===== src/hdl/sldf_pkg.sv =====
// sldf_pkg: constants and the result type shared by the deframer modules
// no dependencies
`timescale 1ns / 1ps

package sldf_pkg;

    // sync mark and header layout
    localparam logic [7:0]  SYNC_BYTE  = 8'hFD;
    localparam logic [1:0]  SYNC_LAST  = 2'd3;
    localparam int          POS_W      = 17;
    localparam logic [16:0] POS_START  = 17'd4;
    localparam logic [16:0] POS_TYPE   = 17'd5;
    localparam logic [16:0] POS_LEN0   = 17'd6;
    localparam logic [16:0] POS_LEN1   = 17'd7;
    localparam logic [16:0] POS_LEN2   = 17'd8;
    localparam logic [16:0] HEADER_LEN = 17'd9;

    // configuration reset value
    localparam logic [15:0] MAX_PAYLOAD_RESET = 16'd1000;

    // one result transaction
    typedef struct packed {
        logic        payload_valid;
        logic [7:0]  payload_byte;
        logic        frame_done;
        logic        frame_good;
        logic [7:0]  frame_type;
        logic [15:0] frame_length;
        logic        length_error;
        logic        resynced;
    } result_t;

endpackage


===== src/hdl/sync_length_checksum_deframer.sv =====
// sync_length_checksum_deframer: top level of the sync/length/checksum deframer
// depends on sldf_pkg, sldf_in_stage, sldf_parser, sldf_out_stage
//
// Usage:
//   s_ channel: one received byte per transaction (s_valid/s_ready).
//   m_ channel: one result per received byte (m_valid/m_ready): payload byte
//     pass-through, frame done/good flags, current type and length, length
//     abort and resync flags.
//   cfg_wr_en/cfg_wr_data write max_payload; write only while idle.
//   Path: an accepted byte is held in the input register, then passes through
//     the parse logic into the result register, which drives the m_ channel.
//   Throughput: one byte per cycle unless stalled; the frame state is updated
//     in the same cycle a byte moves from input register to result register.
//   Stall: when m_ready is low the result register holds, the next byte waits
//     in the input register, and s_ready drops once both are full.
//   Reset: synchronous, active low; clears the frame state, both stages and
//     sets max_payload to 1000. No clearing pass, ready right after reset.
`timescale 1ns / 1ps

module sync_length_checksum_deframer
    import sldf_pkg::*;
(
    input  logic        aclk,
    input  logic        aresetn,
    input  logic        cfg_wr_en,
    input  logic [15:0] cfg_wr_data,
    input  logic        s_valid,
    output logic        s_ready,
    input  logic [7:0]  s_rx_byte,
    output logic        m_valid,
    input  logic        m_ready,
    output logic        m_payload_valid,
    output logic [7:0]  m_payload_byte,
    output logic        m_frame_done,
    output logic        m_frame_good,
    output logic [7:0]  m_frame_type,
    output logic [15:0] m_frame_length,
    output logic        m_length_error,
    output logic        m_resynced
);

    logic       byte_valid;
    logic [7:0] byte_data;
    logic       can_load;
    logic       advance;
    result_t    step_result;
    result_t    out_result;

    // a byte moves on when the result register has room
    assign advance = byte_valid & can_load;

    sldf_in_stage u_in_stage (
        .aclk       (aclk),
        .aresetn    (aresetn),
        .s_valid    (s_valid),
        .s_ready    (s_ready),
        .s_rx_byte  (s_rx_byte),
        .pop        (advance),
        .byte_valid (byte_valid),
        .byte_data  (byte_data)
    );

    sldf_parser u_parser (
        .aclk        (aclk),
        .aresetn     (aresetn),
        .cfg_wr_en   (cfg_wr_en),
        .cfg_wr_data (cfg_wr_data),
        .step        (advance),
        .rx_byte     (byte_data),
        .result      (step_result)
    );

    sldf_out_stage u_out_stage (
        .aclk      (aclk),
        .aresetn   (aresetn),
        .load      (advance),
        .load_data (step_result),
        .can_load  (can_load),
        .m_valid   (m_valid),
        .m_ready   (m_ready),
        .m_data    (out_result)
    );

    // result fields to ports
    assign m_payload_valid = out_result.payload_valid;
    assign m_payload_byte  = out_result.payload_byte;
    assign m_frame_done    = out_result.frame_done;
    assign m_frame_good    = out_result.frame_good;
    assign m_frame_type    = out_result.frame_type;
    assign m_frame_length  = out_result.frame_length;
    assign m_length_error  = out_result.length_error;
    assign m_resynced      = out_result.resynced;

endmodule


===== src/hdl/sldf_in_stage.sv =====
// sldf_in_stage: input register for received bytes
// uses sldf_pkg (nothing beyond the timescale convention)
`timescale 1ns / 1ps

module sldf_in_stage
    import sldf_pkg::*;
(
    input  logic       aclk,
    input  logic       aresetn,
    input  logic       s_valid,
    output logic       s_ready,
    input  logic [7:0] s_rx_byte,
    input  logic       pop,
    output logic       byte_valid,
    output logic [7:0] byte_data
);

    logic       valid_reg;
    logic [7:0] data_reg;

    // free when empty or when the held byte moves on this cycle
    assign s_ready    = ~valid_reg | pop;
    assign byte_valid = valid_reg;
    assign byte_data  = data_reg;

    // valid flag
    always_ff @(posedge aclk) begin
        if (!aresetn) begin
            valid_reg <= 1'b0;
        end else if (s_ready) begin
            valid_reg <= s_valid;
        end
    end

    // byte register
    always_ff @(posedge aclk) begin
        if (s_valid && s_ready) begin
            data_reg <= s_rx_byte;
        end
    end

endmodule


===== src/hdl/sldf_parser.sv =====
// sldf_parser: frame state and per-byte parse logic, max payload register
// depends on sldf_pkg for header constants and result_t
`timescale 1ns / 1ps

module sldf_parser
    import sldf_pkg::*;
(
    input  logic        aclk,
    input  logic        aresetn,
    input  logic        cfg_wr_en,
    input  logic [15:0] cfg_wr_data,
    input  logic        step,
    input  logic [7:0]  rx_byte,
    output result_t     result
);

    logic [15:0]      max_payload_reg;
    logic [1:0]       sync_run_reg,    sync_run_next;
    logic             in_frame_reg,    in_frame_next;
    logic [POS_W-1:0] byte_pos_reg,    byte_pos_next;
    logic [7:0]       type_reg,        type_next;
    logic [15:0]      length_reg,      length_next;
    logic             length_high_reg, length_high_next;
    logic [15:0]      sum_reg,         sum_next;
    logic [7:0]       prev_byte_reg,   prev_byte_next;

    logic             is_sync;
    logic [POS_W-1:0] pos;
    logic [POS_W-1:0] last_payload;
    logic             too_long;

    assign is_sync      = (rx_byte == SYNC_BYTE);
    assign pos          = byte_pos_reg + POS_W'(1);
    assign last_payload = {1'b0, length_reg} + HEADER_LEN;
    assign too_long     = length_high_reg | (rx_byte != 8'd0) | (length_reg > max_payload_reg);

    // parse one byte
    always_comb begin
        sync_run_next    = sync_run_reg;
        in_frame_next    = in_frame_reg;
        byte_pos_next    = byte_pos_reg;
        type_next        = type_reg;
        length_next      = length_reg;
        length_high_next = length_high_reg;
        sum_next         = sum_reg;
        prev_byte_next   = prev_byte_reg;
        result           = '0;

        if (is_sync && sync_run_reg == SYNC_LAST) begin
            // sync mark complete: start a new frame
            result.resynced  = in_frame_reg;
            in_frame_next    = 1'b1;
            byte_pos_next    = POS_START;
            sync_run_next    = 2'd0;
            sum_next         = 16'd0;
            type_next        = 8'd0;
            length_next      = 16'd0;
            length_high_next = 1'b0;
        end else begin
            sync_run_next = is_sync ? sync_run_reg + 2'd1 : 2'd0;
            if (in_frame_reg) begin
                byte_pos_next = pos;
                if (pos == POS_TYPE) begin
                    type_next = rx_byte;
                end else if (pos == POS_LEN0) begin
                    length_next[7:0] = rx_byte;
                end else if (pos == POS_LEN1) begin
                    length_next[15:8] = rx_byte;
                end else if (pos == POS_LEN2) begin
                    length_high_next = length_high_reg | (rx_byte != 8'd0);
                end else if (pos == HEADER_LEN) begin
                    length_high_next = length_high_reg | (rx_byte != 8'd0);
                    if (too_long) begin
                        result.length_error = 1'b1;
                        in_frame_next       = 1'b0;
                        byte_pos_next       = '0;
                        sync_run_next       = 2'd0;
                        sum_next            = 16'd0;
                    end
                end else if (pos > HEADER_LEN) begin
                    if (pos <= last_payload) begin
                        // payload byte
                        result.payload_valid = 1'b1;
                        result.payload_byte  = rx_byte;
                        sum_next             = sum_reg + {8'd0, rx_byte};
                    end else if (pos == last_payload + POS_W'(1)) begin
                        // low checksum byte
                        prev_byte_next = rx_byte;
                    end else begin
                        // high checksum byte closes the frame
                        result.frame_done = 1'b1;
                        result.frame_good = (sum_reg == {rx_byte, prev_byte_reg});
                        in_frame_next     = 1'b0;
                        byte_pos_next     = '0;
                        sync_run_next     = 2'd0;
                        sum_next          = 16'd0;
                    end
                end
            end
        end

        result.frame_type   = type_next;
        result.frame_length = length_next;
    end

    // configuration register
    always_ff @(posedge aclk) begin
        if (!aresetn) begin
            max_payload_reg <= MAX_PAYLOAD_RESET;
        end else if (cfg_wr_en) begin
            max_payload_reg <= cfg_wr_data;
        end
    end

    // frame state, advanced once per transaction
    always_ff @(posedge aclk) begin
        if (!aresetn) begin
            sync_run_reg    <= 2'd0;
            in_frame_reg    <= 1'b0;
            byte_pos_reg    <= '0;
            type_reg        <= 8'd0;
            length_reg      <= 16'd0;
            length_high_reg <= 1'b0;
            sum_reg         <= 16'd0;
            prev_byte_reg   <= 8'd0;
        end else if (step) begin
            sync_run_reg    <= sync_run_next;
            in_frame_reg    <= in_frame_next;
            byte_pos_reg    <= byte_pos_next;
            type_reg        <= type_next;
            length_reg      <= length_next;
            length_high_reg <= length_high_next;
            sum_reg         <= sum_next;
            prev_byte_reg   <= prev_byte_next;
        end
    end

endmodule


===== src/hdl/sldf_out_stage.sv =====
// sldf_out_stage: result register toward the downstream receiver
// depends on sldf_pkg for result_t
`timescale 1ns / 1ps

module sldf_out_stage
    import sldf_pkg::*;
(
    input  logic    aclk,
    input  logic    aresetn,
    input  logic    load,
    input  result_t load_data,
    output logic    can_load,
    output logic    m_valid,
    input  logic    m_ready,
    output result_t m_data
);

    logic    valid_reg;
    result_t data_reg;

    // room when empty or when the held result is taken this cycle
    assign can_load = ~valid_reg | m_ready;
    assign m_valid  = valid_reg;
    assign m_data   = data_reg;

    // valid flag
    always_ff @(posedge aclk) begin
        if (!aresetn) begin
            valid_reg <= 1'b0;
        end else if (can_load) begin
            valid_reg <= load;
        end
    end

    // result register
    always_ff @(posedge aclk) begin
        if (load) begin
            data_reg <= load_data;
        end
    end

endmodule

===== config.mk =====
export PLATFORM = sky130hd
export DESIGN_NAME = sync_length_checksum_deframer
export DESIGN_NICKNAME = d
export VERILOG_FILES = /design/src/hdl/sldf_pkg.sv /design/src/hdl/sync_length_checksum_deframer.sv /design/src/hdl/sldf_in_stage.sv /design/src/hdl/sldf_parser.sv /design/src/hdl/sldf_out_stage.sv
export SDC_FILE = /design/constraint.sdc
export NUM_CORES = 1
export LEC_CHECK = 0
export ABC_CLOCK_PERIOD_IN_PS = 3560
export BUFFER_PORTS_ARGS = -buffer_cell sky130_fd_sc_hd__buf_2
export CAP_MARGIN = 40
export CORE_AREA = 3 3 128 130
export CTS_CLUSTER_SIZE = 28
export DETAILED_ROUTE_END_ITERATION = 10
export DIE_AREA = 0 0 131 133
export PLACE_DENSITY = 0.76
export SLEW_MARGIN = 20
export SYNTH_ARGS = -nofsm -noshare
export SYNTH_HDL_FRONTEND = slang
export SYNTH_SLANG_ARGS = --single-unit
export TNS_END_PERCENT = 50

===== constraint.sdc =====
create_clock -name aclk -period 3.56 [get_ports aclk]
set_input_delay 0.534 -clock aclk [delete_from_list [all_inputs] [get_ports aclk]]
set_output_delay 0.534 -clock aclk [all_outputs]
set_load 0.1 [all_outputs]

# Word level (Yosys, flattened, before mapping)
# Cells that the tools add are included.
word_totals:
  register_bits: 132
  latch_bits: 0
  mem_bits_rw: 0
  romBits: 0
  input_bits: 29
  word_cells: 138
  n_memories: 0
op_classes:
  n_addsub: 5
  multipliers: 0
  n_div: 0
  n_lt_le_gt_ge: 3
  n_eq_ne: 15
  shift: 0
  n_mux: 64
  n_bitwise: 16
  n_reduce_logical: 15
ops:
  columns: ["op", "count"]
  rows:
  - ["2-to-1 mux 16 bit", 14]
  - ["2-to-1 mux 17 bit", 11]
  - ["== test 17 x 3 -> 1 bit (second input constant)", 3]
  - ["2-to-1 mux 8 bit", 6]
  - ["adder 17 x 1 -> 17 bit (second input constant)", 2]
  - ["== test 17 x 4 -> 1 bit (second input constant)", 2]
  - ["2-to-1 mux 2 bit", 13]
  - ["2-to-1 mux 1 bit", 19]
  - ["OR reduction 9 bit", 2]
  - ["adder 16 x 4 -> 17 bit (second input constant)", 1]
  - ["== test 17 bit", 1]
  - ["greater-than comparator 17 x 4 -> 1 bit (second input constant)", 1]
  - ["<= comparator 17 bit", 1]
  - ["adder 16 x 8 -> 16 bit", 1]
  - ["== test 16 bit", 1]
  - ["greater-than comparator 16 bit", 1]
  - ["NOT 1 bit", 11]
  - ["AND reduction 11 bit", 1]
  - ["OR reduction 10 bit", 1]
  - ["2-to-1 mux 9 bit", 1]
  - ["AND reduction 9 bit", 1]
  - ["== test 8 bit (second input constant)", 1]
  - ["inequality test 2 x 1 -> 1 bit (second input constant)", 4]
  - ["nonzero test 8 bit", 1]
  - ["13 further kinds", 18]

# Longest topological paths before layout
# Gate-level depths: netlist of run 1.
depth:
  word_depth: 13
  mapped_depth: 17
  depth_no_buf: 15

# Hierarchy
# A second synthesis of run 1 with hierarchy kept.
unflattened:
  cells_unflattened: 903
  hier_area_um2: 8334.2
by_module_without_submodules:
  columns: ["mod", "n_inst", "cells_per_inst", "area_per_inst_um2"]
  rows:
  - ["sldf_parser", 1, 848, 6870.3]
  - ["sldf_out_stage", 1, 41, 1159.9]
  - ["sldf_in_stage", 1, 13, 297.8]
  - ["sync_length_checksum_deframer", 1, 1, 6.3]

# Worst setup path before layout of run 1
# No wires, ideal clock.
synth_timing:
  kind: "register to register"
  from: "reg u_parser.byte_pos_reg[0]"
  to: "reg u_parser.sum_reg[14]"
  arrival_time_ns: 3.613
  t_required_ns: 3.443
  setup_slack_ns: -0.169
  stages_incl_launch_ff: 16
  path_buffers: 1
  cell_sequence: "dfxtp_1 > ha_1 > inv_1 > or4_1 > nor2_1 > xor2_1 > ha_1 > nand4_1 > nor4_1 > a21oi_1 > o21ai_0 > or2_2 > o31ai_1 > buf_2 > nand2_1 > a22o_1"
synth_between:
  elab_chain_cells: 11
  elab_cells_between_ends: 26
synth_rtl:
  columns: ["item", "line", "rtl"]
  rows:
  - ["from (decl)", "sldf_parser.sv:20", "logic [POS_W-1:0] byte_pos_reg, byte_pos_next;"]
  - ["from (signal assigned)", "sldf_parser.sv:129", "byte_pos_reg <= byte_pos_next;"]
  - ["adder 17 x 1 -> 17 bit (*)", "sldf_parser.sv:33", "assign pos = byte_pos_reg + POS_W'(1);"]
  - ["<= comparator 17 bit", "sldf_parser.sv:81", "if (pos <= last_payload) begin"]
  - ["2-to-1 mux 16 bit", "sldf_parser.sv:81", null]
  - ["2-to-1 mux 16 bit", "sldf_parser.sv:80", "end else if (pos > HEADER_LEN) begin"]
  - ["2-to-1 mux 16 bit", "sldf_parser.sv:71", "end else if (pos == HEADER_LEN) begin"]
  - ["2-to-1 mux 16 bit", "sldf_parser.sv:69", "end else if (pos == POS_LEN2) begin"]
  - ["2-to-1 mux 16 bit", "sldf_parser.sv:67", "end else if (pos == POS_LEN1) begin"]
  - ["2-to-1 mux 16 bit", "sldf_parser.sv:65", "end else if (pos == POS_LEN0) begin"]
  - ["2-to-1 mux 16 bit", "sldf_parser.sv:63", "if (pos == POS_TYPE) begin"]
  - ["2-to-1 mux 16 bit", "sldf_parser.sv:61", "if (in_frame_reg) begin"]
  - ["2-to-1 mux 16 bit", "sldf_parser.sv:49", "if (is_sync && sync_run_reg == SYNC_LAST) begin"]
  - ["to (signal assigned)", "sldf_parser.sv:133", "sum_reg <= sum_next;"]
  - ["to (decl)", "sldf_parser.sv:24", "logic [15:0] sum_reg, sum_next;"]
# Mark *: on every way between the ends. The rest lies on a longest branch, timed or not. The select of a mux whose other input is x is not followed.
# A chain may end at the register's enable or synchronous reset.

# Final worst setup path of run 1
layout_timing:
  from: "reg u_parser.byte_pos_reg[0]"
  to: "reg u_parser.length_reg[4]"
layout_between:
  elab_chain_cells: 6
  elab_cells_between_ends: 7
layout_rtl:
  columns: ["item", "line", "rtl"]
  rows:
  - ["adder 17 x 1 -> 17 bit (*)", "sldf_parser.sv:33", null]
  - ["== test 17 x 3 -> 1 bit", "sldf_parser.sv:65", null]
  - ["2-to-1 mux 8 bit", "sldf_parser.sv:65", null]
  - ["2-to-1 mux 16 bit (*)", "sldf_parser.sv:63", null]
  - ["2-to-1 mux 16 bit (*)", "sldf_parser.sv:61", null]
  - ["2-to-1 mux 16 bit (*)", "sldf_parser.sv:49", null]
  - ["to (signal assigned)", "sldf_parser.sv:131", "length_reg <= length_next;"]
  - ["to (decl)", "sldf_parser.sv:22", "logic [15:0] length_reg, length_next;"]
# Mark *: on every way between the ends. The rest lies on a longest branch, timed or not.

==> qor.txt, run 1 <==
Status: finished, final reports clean
Asr flop ratio synth: 0
Row count: 45
Vias post-DR: 7689
Critical path's top delay family: simple AND/OR/NAND/NOR gates
Initial core utilization: 0.553
Antenna diodes: 0
Fmax: 293 MHz
Worst min-delay path endpoint: u_in_stage.byte_data[3]
Crit path top cell by count: buf_4
Routed len/inst: 18.1 um
Pleak: 0.00446 uW
P&R area growth vs syn: 22.9%
Max FFs per register: 37
CP cell instances: buf_4, and2_2, nand4_1, xnor2_2, or4_1, nor4_4, and3_1, nand3b_1, buf_4, a21o_1, a22oi_1, nor2_1
Worst EP required: 3.84 ns
CP max FO: 10
Relative slew slack: 0.419
DRC: 0
Sw power: 987 uW
Final Power: 3780 uW
Die Width: 131 um
CTS Buffer Depth: 2
Die ar.: 17400 um^2
Hold Crit Class: primary input to flip-flop
Worst Skew: 0.00897 ns
H-tree Lvls: 4
Core area: 15300 um^2
Syn nets: 1029
Crit path time final: 3.41 ns
Initial antenna violation count: 0
Die Y-Extent: 133 um
CP Capture Type: flip-flop
CP startpoint kind: flip-flop
Pint: 2790 uW
Pre-Repair DR Iteration Count: 5
IO Pins: 68
WHS: 0.285 ns
Warnings, synthesis: 0
Routability cong.: 0.947
Worst-Margin Slew: 0.864 ns
Dpl ws: -0.100 ns
Data arrival time of the critical path: 3.69 ns
GRT Overall Usage: 0.265
Reg2reg setup slack: 0.15 ns
Synth cell types: 74
Pin count of the biggest net entering global routing: 55
Reg clk slew, reported paths: 0.06 ns
Clock buffer count from CTS: 17
R2R depth: 12
Final setup margin: 0.148 ns
Worst VDD drop: 0.000417 V
RSZ-0062 raised after global routing: no
Comb pwr share: 0.087
CTS tree: done
Insertion delay to the later sink of the worst-skew pair: 0.42 ns
Part of the power in the clock network: 0.484
Crit-path slowest cell: or4_1
Routed vias/inst: 5.97
Hold depth: 1
I/O Buffers: 67
Pins Over Slew Limit: 0
Max Cap Viol: 0
Sum Neg Setup Slack: 0 ns
Vias in the first global route: 7077
Yosys reg bits: 132
Max incr delay on CP: 0.59 ns
Synthesized area: 8440 um^2
Origin of the critical flop-to-flop path: u_parser.byte_pos_reg[0]
Stages on worst setup path: 12
Final hold viol count: 0
Layout cells sized above 1: 0.248
Part of the cycle the worst path needs: 0.959
CTS Sinks: 132
Post-Route WL: 23400 um
Grt ovf: 0
Power Dens Cells: 365 nW/um^2
First-pass GRT wire length: 36300 um
Fin util: 0.680
Crit Path Category: flip-flop to flip-flop
Post-detailed-route count of antenna-violating nets: 0
Worst Path Buf+Inv: 2
# setup viols final: 0
EDFF count, synth: 45
Hold path start: s_rx_byte[3]
Sequential Power Share: 0.429
Reg-to-reg critical path endpoint: u_parser.length_reg[4]
Ys flop type: dfxtp_1
Syn avg cell area: 8.90 um^2
HPWL Detailed: 16300 um
Initial DRC Count: 759
Layout net count: 1145
CTS root buffer: clkbuf_16
Mapped Cells: 949
Switching share of power: 0.261
Sequential fraction of the synthesis area: 0.366
[metrics by stage]
stage | cells | instance area (um^2)
final | 1289 | 10400
after global placement | 1246 | 9390
after CTS | 1279 | 10100
after detailed placement | 1246 | 9390
after global routing | 1289 | 10400
after floorplan | 949 | 8460
[synthesized netlist by cell type, types with 9 or more instances]
| master | count | area share |
|---|---|---|
| xor2_1 | 29 | 0.030 |
| mux2i_1 | 44 | 0.052 |
| and3_1 | 15 | 0.011 |
| a21o_1 | 16 | 0.014 |
| and2_1 | 19 | 0.014 |
| edfxtp_1 | 45 | 0.16 |
| o211ai_1 | 16 | 0.014 |
| nor3_1 | 19 | 0.011 |
| nand3_1 | 40 | 0.024 |
| ha_1 | 50 | 0.074 |
| nand4_1 | 26 | 0.019 |
| nand2_1 | 74 | 0.033 |
| xnor2_1 | 40 | 0.042 |
| a22oi_1 | 15 | 0.013 |
| nor2_1 | 97 | 0.043 |
| nor4_1 | 13 | 0.0096 |
| nor2b_1 | 11 | 0.0082 |
| a21oi_1 | 42 | 0.025 |
| clkbuf_1 | 38 | 0.017 |
| inv_1 | 40 | 0.018 |
| buf_2 | 9 | 0.0053 |
| dfxtp_1 | 87 | 0.21 |
| or3_1 | 12 | 0.0089 |
| o21ai_0 | 36 | 0.021 |
[cell usage in the layout (no fill, tap or decap), types with 7 or more instances in the layout]
cell / instances
nor2_1: 92
buf_4: 84
dfxtp_1: 73
nand2_1: 72
buf_2: 67
ha_1: 48
edfxtp_1: 45
mux2i_1: 44
a21oi_1: 41
inv_1: 40
nand3_1: 40
o21ai_0: 35
xnor2_1: 33
nand4_1: 26
xor2_1: 24
and2_1: 18
clkbuf_16: 17
nor3_1: 16
a21o_1: 16
o211ai_1: 16
a22oi_1: 15
and3_1: 14
dfxtp_2: 12
nor2b_1: 11
or3_1: 11
nor4_1: 11
xor2_2: 7
xnor2_2: 7
[power by group through the flow]
| stage | Sequential (uW) | Combinational, uW | Clock [uW] |
|---|---|---|---|
| finish | 1620 | 328 | 1830 |
| global route | 1630 | 346 | 1900 |
| CTS | 1630 | 326 | 1840 |
| detailed placement | 1660 | 325 | 0 |
| global placement | 1660 | 320 | 0 |
| floorplan | 1800 | 99.1 | 0 |
[routing by layer]
metal / vias up / track usage / wire length, um
li1: 3649 / - / -
met1: 3611 / 0.375 / 10000
met2: 375 / 0.400 / 10600
met3: 54 / 0.0505 / 2070
met4: 0 / 0.0954 / 638
met5: - / 0 / 0
[layout make-up]
cell class | count | area [um^2]
multi-input cells | 717 | 5220
fillers | 1185 | 4890
flip-flops and latches | 132 | 3120
repair buffers | 153 | 997
clock buffers | 19 | 443
well taps | 211 | 264
clock inverters | 13 | 171
inverters | 44 | 165
[cells by family after synthesis]
| kind of cell | count (synthesis) | share of synthesized area |
|---|---|---|
| simple gates | 369 | 0.233 |
| compound gates | 182 | 0.147 |
| flops | 132 | 0.366 |
| buf+inv | 100 | 0.0494 |
| xor+xnor | 71 | 0.0754 |
| fa+ha+maj | 51 | 0.0765 |
| mux | 44 | 0.0522 |
[worst max path at each step]
stage                                   from                       end  slack (ns)
floorplan                u_out_stage.m_valid  u_parser.byte_pos_reg[6]      -0.006
global placement      u_parser.length_reg[1]      u_parser.sum_reg[14]       -0.02
detailed placement    u_parser.length_reg[1]      u_parser.sum_reg[14]       -0.10
CTS                   u_parser.length_reg[1]      u_parser.sum_reg[14]       0.003
global route        u_parser.byte_pos_reg[4]       u_parser.sum_reg[2]       0.003
finish              u_parser.byte_pos_reg[0]    u_parser.length_reg[4]        0.15
[timing repair]
action,4_1_cts,5_1_grt
pin swaps,2,21
hold buffers,0,0
cloned,0,0
resized for setup,10,52
setup buffers,1,10
endpoints found under the setup margin,22,56
[worst register-to-register path, stage by stage (launching register included)]
cell      delay (ns)
dfxtp_2         0.33
buf_4           0.16
and2_2          0.23
nand4_1         0.16
xnor2_2         0.23
or4_1           0.59
nor4_4          0.34
and3_1          0.29
nand3b_1        0.17
buf_4           0.20
a21o_1          0.27
a22oi_1         0.24
nor2_1          0.07
(Power assumes the default switching activity.)
==> inputs of run 2 (changes only) <==
- CELL_PAD_IN_SITES_DETAIL_PLACEMENT: default -> 0
- CELL_PAD_IN_SITES_GLOBAL_PLACEMENT: default -> 2
- CORE_AREA: 3 3 128 130 -> 3 3 162 164
- DIE_AREA: 0 0 131 133 -> 0 0 165 167
- PLACE_DENSITY: 0.76 -> default
- PLACE_DENSITY_LB_ADDON: default -> 0.1
==> run 2 against run 1 <==
Net effect:
- global-route usage decreased by 6.9 points
- sequential share of layout area decreased by 1.6 points
- wire length increased by 13%
- clock power decreased by 7%
- fmax increased by 0.53%
- utilization decreased by 24 points
- via count decreased by 2.9%
- first-iteration DRC count decreased by 38%
- final area increased by 5.5%
- non-clock buffer count increased by 54
- hold slack got worse by 0.010 ns
==> qor.txt, run 2 (same netlist as run 1, synthesis figures left out) <==
R2R depth: 14 (+2)
Initial core utilization: 0.337 (-0.216)
DRC: 0 (unchanged)
CP Capture Type: flip-flop
Placed cell area: 9960 um^2 (+6.2%)
# setup viols final: 0 (unchanged)
Part of the cycle the worst path needs: 0.953 (-0.00509)
Commonest non-fill, non-tap cell in the layout: buf_4
Die ar.: 27600 um^2 (+58%)
Layout cells sized above 1: 0.286 (+0.0385)
Routability cong.: 0.812 (-14%)
Vias post-DR: 7463 (-2.9%)
Max Cap Viol: 0 (unchanged)
Pre-Repair DR Iteration Count: 5 (unchanged)
GRT Overall Usage: 0.195 (-0.0694)
Core area: 25000 um^2 (+64%)
Max FFs per register: 37 (unchanged)
CTS root buffer: clkbuf_16
Worst min-delay path endpoint: u_in_stage.byte_data[7]
Worst-Margin Slew: 0.673 ns (-0.191 ns)
Worst Skew: 0.0184 ns (+0.00947 ns)
Reg-to-reg critical path endpoint: u_parser.sum_reg[3]
Vias in the first global route: 7196 (+1.7%)
Pin count of the biggest net entering global routing: 55 (unchanged)
Relative slew slack: 0.551 (+0.132)
CTS tree: done
Setup crit start: u_parser.length_reg[1]
RSZ-0062 raised after global routing: yes
Die Y-Extent: 167 um (+26%)
Commonest non-fill, non-tap cells in the layout: buf_4 (135), nor2_1 (93), dfxtp_1 (75)
H-tree Lvls: 4 (unchanged)
Crit Path Category: flip-flop to flip-flop
Routed len/inst: 18.1 um (-0.20%)
Reg clk slew, reported paths: 0.07 ns (about the same)
CP startpoint kind: flip-flop
CP max FO: 7 (-3)
Fmax: 295 MHz (+0.53%)
Origin of the critical flop-to-flop path: u_parser.length_reg[1]
Pleak: 0.00471 uW (+5.5%)
Die Width: 165 um (+26%)
IO Pins: 68 (unchanged)
Routed vias/inst: 5.10 (-14%)
WHS: 0.275 ns (-0.0101 ns)
Fin util: 0.437 (-0.243)
Row count: 58 (+29%)
Hold depth: 1 (unchanged)
Crit path time final: 3.39 ns (-0.0181 ns)
Layout net count: 1199 (+4.7%)
Data arrival time of the critical path: 3.67 ns (-0.02 ns)
Hold path start: s_rx_byte[7]
First-pass GRT wire length: 41500 um (+14%)
Worst VDD drop: 0.000217 V (-48%)
Status: finished, final reports clean
Post-detailed-route count of antenna-violating nets: 0 (unchanged)
Worst EP required: 3.84 ns (about the same)
Pins Over Slew Limit: 0 (unchanged)
Design Area, Final: 10900 um^2 (+5.5%)
Post-Route WL: 26400 um (+13%)
Initial DRC Count: 473 (-38%)
Grt ovf: 0 (unchanged)
Insertion delay to the later sink of the worst-skew pair: 0.43 ns (about the same)
I/O Buffers: 67 (unchanged)
Final Power: 3660 uW (-3.2%)
Power Dens Cells: 335 nW/um^2 (-8.2%)
Reg2reg setup slack: 0.17 ns (+0.02 ns)
HPWL Detailed: 19800 um (+22%)
P&R area growth vs syn: 29.6%
Final hold viol count: 0 (unchanged)
Hold-fix buffers, CTS: 0 (unchanged)
CTS Sinks: 132 (unchanged)
Clock buffer count from CTS: 17 (unchanged)
Initial antenna violation count: 0 (unchanged)
Antenna diodes: 0 (unchanged)
Hold Crit Class: primary input to flip-flop
CTS Buffer Depth: 2 (unchanged)
Sum Neg Setup Slack: 0 ns (unchanged)
Fillers: 2572 (+120%)
-- run 2: changes by cell type in the layout (fill, tap and decap cells not counted), sizes merged --
cell	change
bufinv	-3
clkinvlp	-2
clkinv	+2
clkbuf	+1
inv	+2
buf	+54
-- run 2: how the worst max path moves through the flow --
stage	endpoint	depth (start not counted)
after global placement	u_parser.sum_reg[5]	12
after floorplan	u_parser.byte_pos_reg[6]	10
after detailed placement	u_parser.sum_reg[4]	12
after CTS	u_parser.sum_reg[4]	13
after global routing	u_parser.byte_pos_reg[6]	16
final	u_parser.sum_reg[3]	14
-- run 2: metrics by stage --
| stage | cells | worst slack [ns] |
|---|---|---|
| after global placement | 1419 | -0.0740 |
| after global routing | 1462 | -0.0216 |
| after detailed placement | 1419 | -0.126 |
| after floorplan | 949 | -0.00588 |
| final | 1462 | 0.166 |
| after CTS | 1451 | -0.00784 |
-- run 2: final cells by class --
| type | instances | area [um^2] | area share |
|---|---|---|---|
| timing repair buffer | 207 | 1430 | 0.131 |
| inverter | 44 | 165 | 0.0151 |
| multi-input combinational | 717 | 5260 | 0.481 |
| sequential | 132 | 3110 | 0.284 |
| clock buffer | 20 | 468 | 0.0428 |
| clock inverter | 12 | 92.6 | 0.00846 |
| tap | 330 | 413 | 0.0377 |
-- run 2: where the power goes --
part	internal, uW	switching (uW)	total, uW	leakage, uW
logic	70.3	269	339	0.00331
registers	1600	24.3	1620	0.00111
clock network	964	738	1700	0.000279
-- run 2: routing by layer --
layer / up-vias / wire length [um] / part of all wire / GRT usage
li1: 3759 / - / - / -
met1: 3560 / 13200 / 0.50 / 0.284
met2: 122 / 12100 / 0.46 / 0.300
met3: 22 / 728 / 0.028 / 0.0291
met4: 0 / 376 / 0.014 / 0.0529
met5: - / 0 / 0 / 0
-- run 2: what timing repair did --
action	CTS	global route
resized for setup	10	57
endpoints found under the setup margin	21	72
pin swaps	2	21
buffers inserted	0	11
-- run 2: worst max-delay path, stage by stage (launching register included) --
cell	delay (ns)
dfxtp_2	0.39
ha_4	0.22
a21oi_4	0.11
buf_4	0.15
a211o_1	0.28
a311oi_4	0.33
nor2_4	0.09
buf_4	0.15
a21boi_1	0.15
a2bb2oi_1	0.09
a311o_2	0.50
o31a_1	0.34
buf_4	0.17
o211ai_1	0.18
a21oi_1	0.09
==> inputs of run 3 (changes only) <==
- CORE_AREA: 3 3 162 164 -> 3 3 159 161
- DIE_AREA: 0 0 165 167 -> 0 0 162 164
- SYNTH_HIERARCHICAL: default -> 1
==> run 3 against run 2 <==
Net effect:
- wire length down 2.0%
- clock power about the same
- count of clock-buffer cells in the layout decreased by 1
- final area is 0.99% higher
- flip-flop and latch count stayed put
- die area down 3.6%
- sequential power is essentially flat
- sequential share of layout area shrank 0.21 points
- fmax down 1.7%
- cell count shrank 3.0%
- register-to-register slack lost 0.06 ns
- clock skew about the same
- highest routed layer unchanged
==> qor.txt, run 3 <==
Reg-to-reg critical path endpoint: u_parser/sum_reg[4]
First-pass GRT wire length: 40400 um (-2.8%)
Syn avg cell area: 9.23 um^2 (+3.8%)
Syn nets: 982 (-4.6%)
Die ar.: 26600 um^2 (-3.6%)
Commonest non-fill, non-tap cell in the layout: buf_4
Vias in the first global route: 7392 (+2.7%)
Max FFs per register: 37 (unchanged)
H-tree Lvls: 4 (unchanged)
Post-Route WL: 25900 um (-2.0%)
Pleak: 0.00442 uW (-6.2%)
Yosys reg bits: 132 (unchanged)
Final cell count without fillers: 1418 (-3.0%)
CP cell instances: ha_4, and2_1, o221ai_2, inv_2, or4b_4, buf_4, nor2_1, buf_4, o2111ai_1, o211ai_1, nand4_4, buf_6, o21ai_4, buf_12, mux2i_1, nor2_1
Hold path start: s_rx_byte[5]
Part of the cycle the worst path needs: 0.970 (+0.0168)
Crit path time final: 3.45 ns (+0.0597 ns)
Sequential fraction of the synthesis area: 0.371 (+0.00473)
Final setup margin: 0.106 ns (-0.0597 ns)
Synth cell types: 87 (+18%)
Pin count of the biggest net entering global routing: 60 (+9.1%)
Asr flop ratio synth: 0 (unchanged)
EDFF count, synth: 45 (unchanged)
Die Y-Extent: 164 um (-1.8%)
Vias post-DR: 7338 (-1.7%)
Largest cells by area after synthesis: dfxtp_1 (21%), edfxtp_1 (16%), mux2i_1 (8.3%)
CTS root buffer: clkbuf_16
CTS Sinks: 132 (unchanged)
Final hold viol count: 0 (unchanged)
Hold depth: 1 (unchanged)
Synthesized area: 8330 um^2 (-1.3%)
Commonest non-fill, non-tap cells in the layout: buf_4 (129), nor2_1 (114), dfxtp_1 (73)
Routed vias/inst: 5.17 (+1.4%)
Pre-Repair DR Iteration Count: 5 (unchanged)
Reg clk slew, reported paths: 0.07 ns (about the same)
Worst min-delay path endpoint: u_in_stage/byte_data[5]
Routability cong.: 0.888 (+9.3%)
Crit Path Category: flip-flop to flip-flop
Row count: 57 (-1.7%)
R2R depth: 16 (+2)
CP max FO: 5 (-2)
Reg2reg setup slack: 0.11 ns (-0.06 ns)
Worst-Margin Slew: 0.671 ns (-0.00268 ns)
Layout cells sized above 1: 0.315 (+0.0291)
Synth cell count leaders: nor2_1 (117), dfxtp_1 (87), mux2i_1 (69)
Area share of the largest cell type after synthesis: 0.209 (+0.00266)
Origin of the critical flop-to-flop path: u_parser/length_reg[0]
Ys flop type: dfxtp_1
Fillers: 2382 (-7.4%)
Hold Crit Class: primary input to flip-flop
DP Cell Count: 1366 (-3.7%)
Initial antenna violation count: 0 (unchanged)
Core area: 24100 um^2 (-3.7%)
HPWL Detailed: 19000 um (-4.2%)
Post-detailed-route count of antenna-violating nets: 0 (unchanged)
Pins Over Slew Limit: 0 (unchanged)
Mapped Cells: 903 (-4.8%)
Worst EP required: 3.87 ns (+0.03 ns)
Most common cell in the netlist: nor2_1
GRT Overall Usage: 0.194 (-0.00131)
CP Capture Type: flip-flop
Layout net count: 1160 (-3.3%)
Data arrival time of the critical path: 3.77 ns (+0.10 ns)
Crit-path slowest cell: or4b_4
I/O Buffers: 67 (unchanged)
Critical path's top delay family: simple AND/OR/NAND/NOR gates
Status: finished, final reports clean
CP startpoint kind: flip-flop
CTS Buffer Depth: 2 (unchanged)
Routed len/inst: 18.3 um (+0.99%)
Power Dens Cells: 340 nW/um^2 (+1.7%)
Post-synth top area cell: dfxtp_1
Max Cap Viol: 0 (unchanged)
Antenna diodes: 0 (unchanged)
Hold-fix buffers, CTS: 0 (unchanged)
Die Width: 162 um (-1.8%)
Max incr delay on CP: 0.58 ns (+0.08 ns)
IO Pins: 68 (unchanged)
Worst VDD drop: 0.000255 V (+18%)
CTS tree: done
Grt ovf: 0 (unchanged)
P&R area growth vs syn: 32.6%
Relative slew slack: 0.552 (+0.00114)
Warnings, synthesis: 6 (+6)
Clock buffer count from CTS: 17 (unchanged)
Insertion delay to the later sink of the worst-skew pair: 0.43 ns (about the same)
Stages on worst setup path: 16 (+2)
Worst Skew: 0.0181 ns (-0.000325 ns)
DRC: 0 (unchanged)
# setup viols final: 0 (unchanged)
Initial DRC Count: 401 (-15%)
Initial core utilization: 0.346 (+0.00856)
Fmax: 290 MHz (-1.7%)
Dpl ws: -0.212 ns (-0.0853 ns)
Worst Path Buf+Inv: 5 (+2)
==> run 3: cell types whose count changed after synthesis, sizes merged, moves of 7 or more <==
cell,delta
nand2,-26
mux2i,+25
nor2,+19
o21ai,-15
a21oi,-12
nand3,-11
o21a,+9
inv,-8
xnor2,+8
xor2,-8
a21o,-7
nor4,-7
or3,-7
==> run 3: worst max-delay path by stage <==
stage                                         from                         to  slack (ns)
after global placement      u_parser/length_reg[0]  u_parser/prev_byte_reg[0]       -0.11
after global routing      u_parser/byte_pos_reg[0]        u_parser/sum_reg[1]       -0.06
final                       u_parser/length_reg[0]        u_parser/sum_reg[4]        0.11
after CTS                   u_parser/length_reg[1]        u_parser/sum_reg[4]       0.006
after floorplan             u_parser/length_reg[0]  u_parser/prev_byte_reg[0]        0.03
after detailed placement    u_parser/length_reg[0]  u_parser/prev_byte_reg[3]       -0.21
==> run 3: what timing repair did <==
action                     CTS  global route
gates resized for setup     12            77
setup endpoints to repair   46           103
buffers inserted             1            16
pin swaps                    2            26
cloned                       0             2
==> run 3: layout make-up <==
cell class / instances / area (um^2) / area share
clock buffer: 19 / 464 / 0.0420
clock inverter: 13 / 109 / 0.00985
inverter: 36 / 135 / 0.0122
multi-input combinational: 681 / 5220 / 0.473
sequential: 132 / 3120 / 0.282
tap: 324 / 405 / 0.0367
timing repair buffer: 213 / 1600 / 0.144
==> run 3: cells by family after synthesis <==
| family | Yosys count | synth area share |
|---|---|---|
| AOI/OAI and AO/OA | 146 | 0.128 |
| buffers and inverters | 90 | 0.0441 |
| and+or+nand+nor | 345 | 0.224 |
| muxes | 69 | 0.0829 |
| DFF | 132 | 0.371 |
| adders and majority gates | 50 | 0.0760 |
| xor gates and xnor gates | 71 | 0.0746 |
==> run 3: per-layer routing <==
metal  up-vias  GRT usage  share of wire
met5         -          0              0
met4         0     0.0500         0.0098
met3        19     0.0282          0.033
met2       143      0.331           0.49
met1      3566      0.258           0.47
li1       3610          -              -
==> run 3: worst register-to-register path: cells and delay by family (launching register included) <==
| kind | cells | cell delay (ns) |
|---|---|---|
| AOI/OAI and AO/OA | 4 | 0.74 |
| muxes | 1 | 0.21 |
| adders and majority gates | 1 | 0.18 |
| DFF | 1 | 0.37 |
| and+or+nand+nor | 5 | 1.14 |
| buffers and inverters | 5 | 0.71 |
==> run 3: stage by stage <==
step	hold WS, ns	utilization	power [uW]	instance area [um^2]	TNS (ns)
after floorplan	0.437	-	1970	8350	0
after global placement	0.453	0.409	2060	9870	-1.12
after detailed placement	0.468	0.409	2070	9870	-3.04
after CTS	0.260	0.437	3820	10500	0
after global routing	0.262	0.458	3900	11000	-0.261
final	0.279	0.458	3760	11000	0
==> run 3: power by group <==
group / leakage, uW / switching, uW / total (uW) / internal (uW)
Combinational: 0.00302 / 325 / 411 / 86.4
Clock: 0.000276 / 759 / 1730 / 971
Sequential: 0.00112 / 18.6 / 1620 / 1600
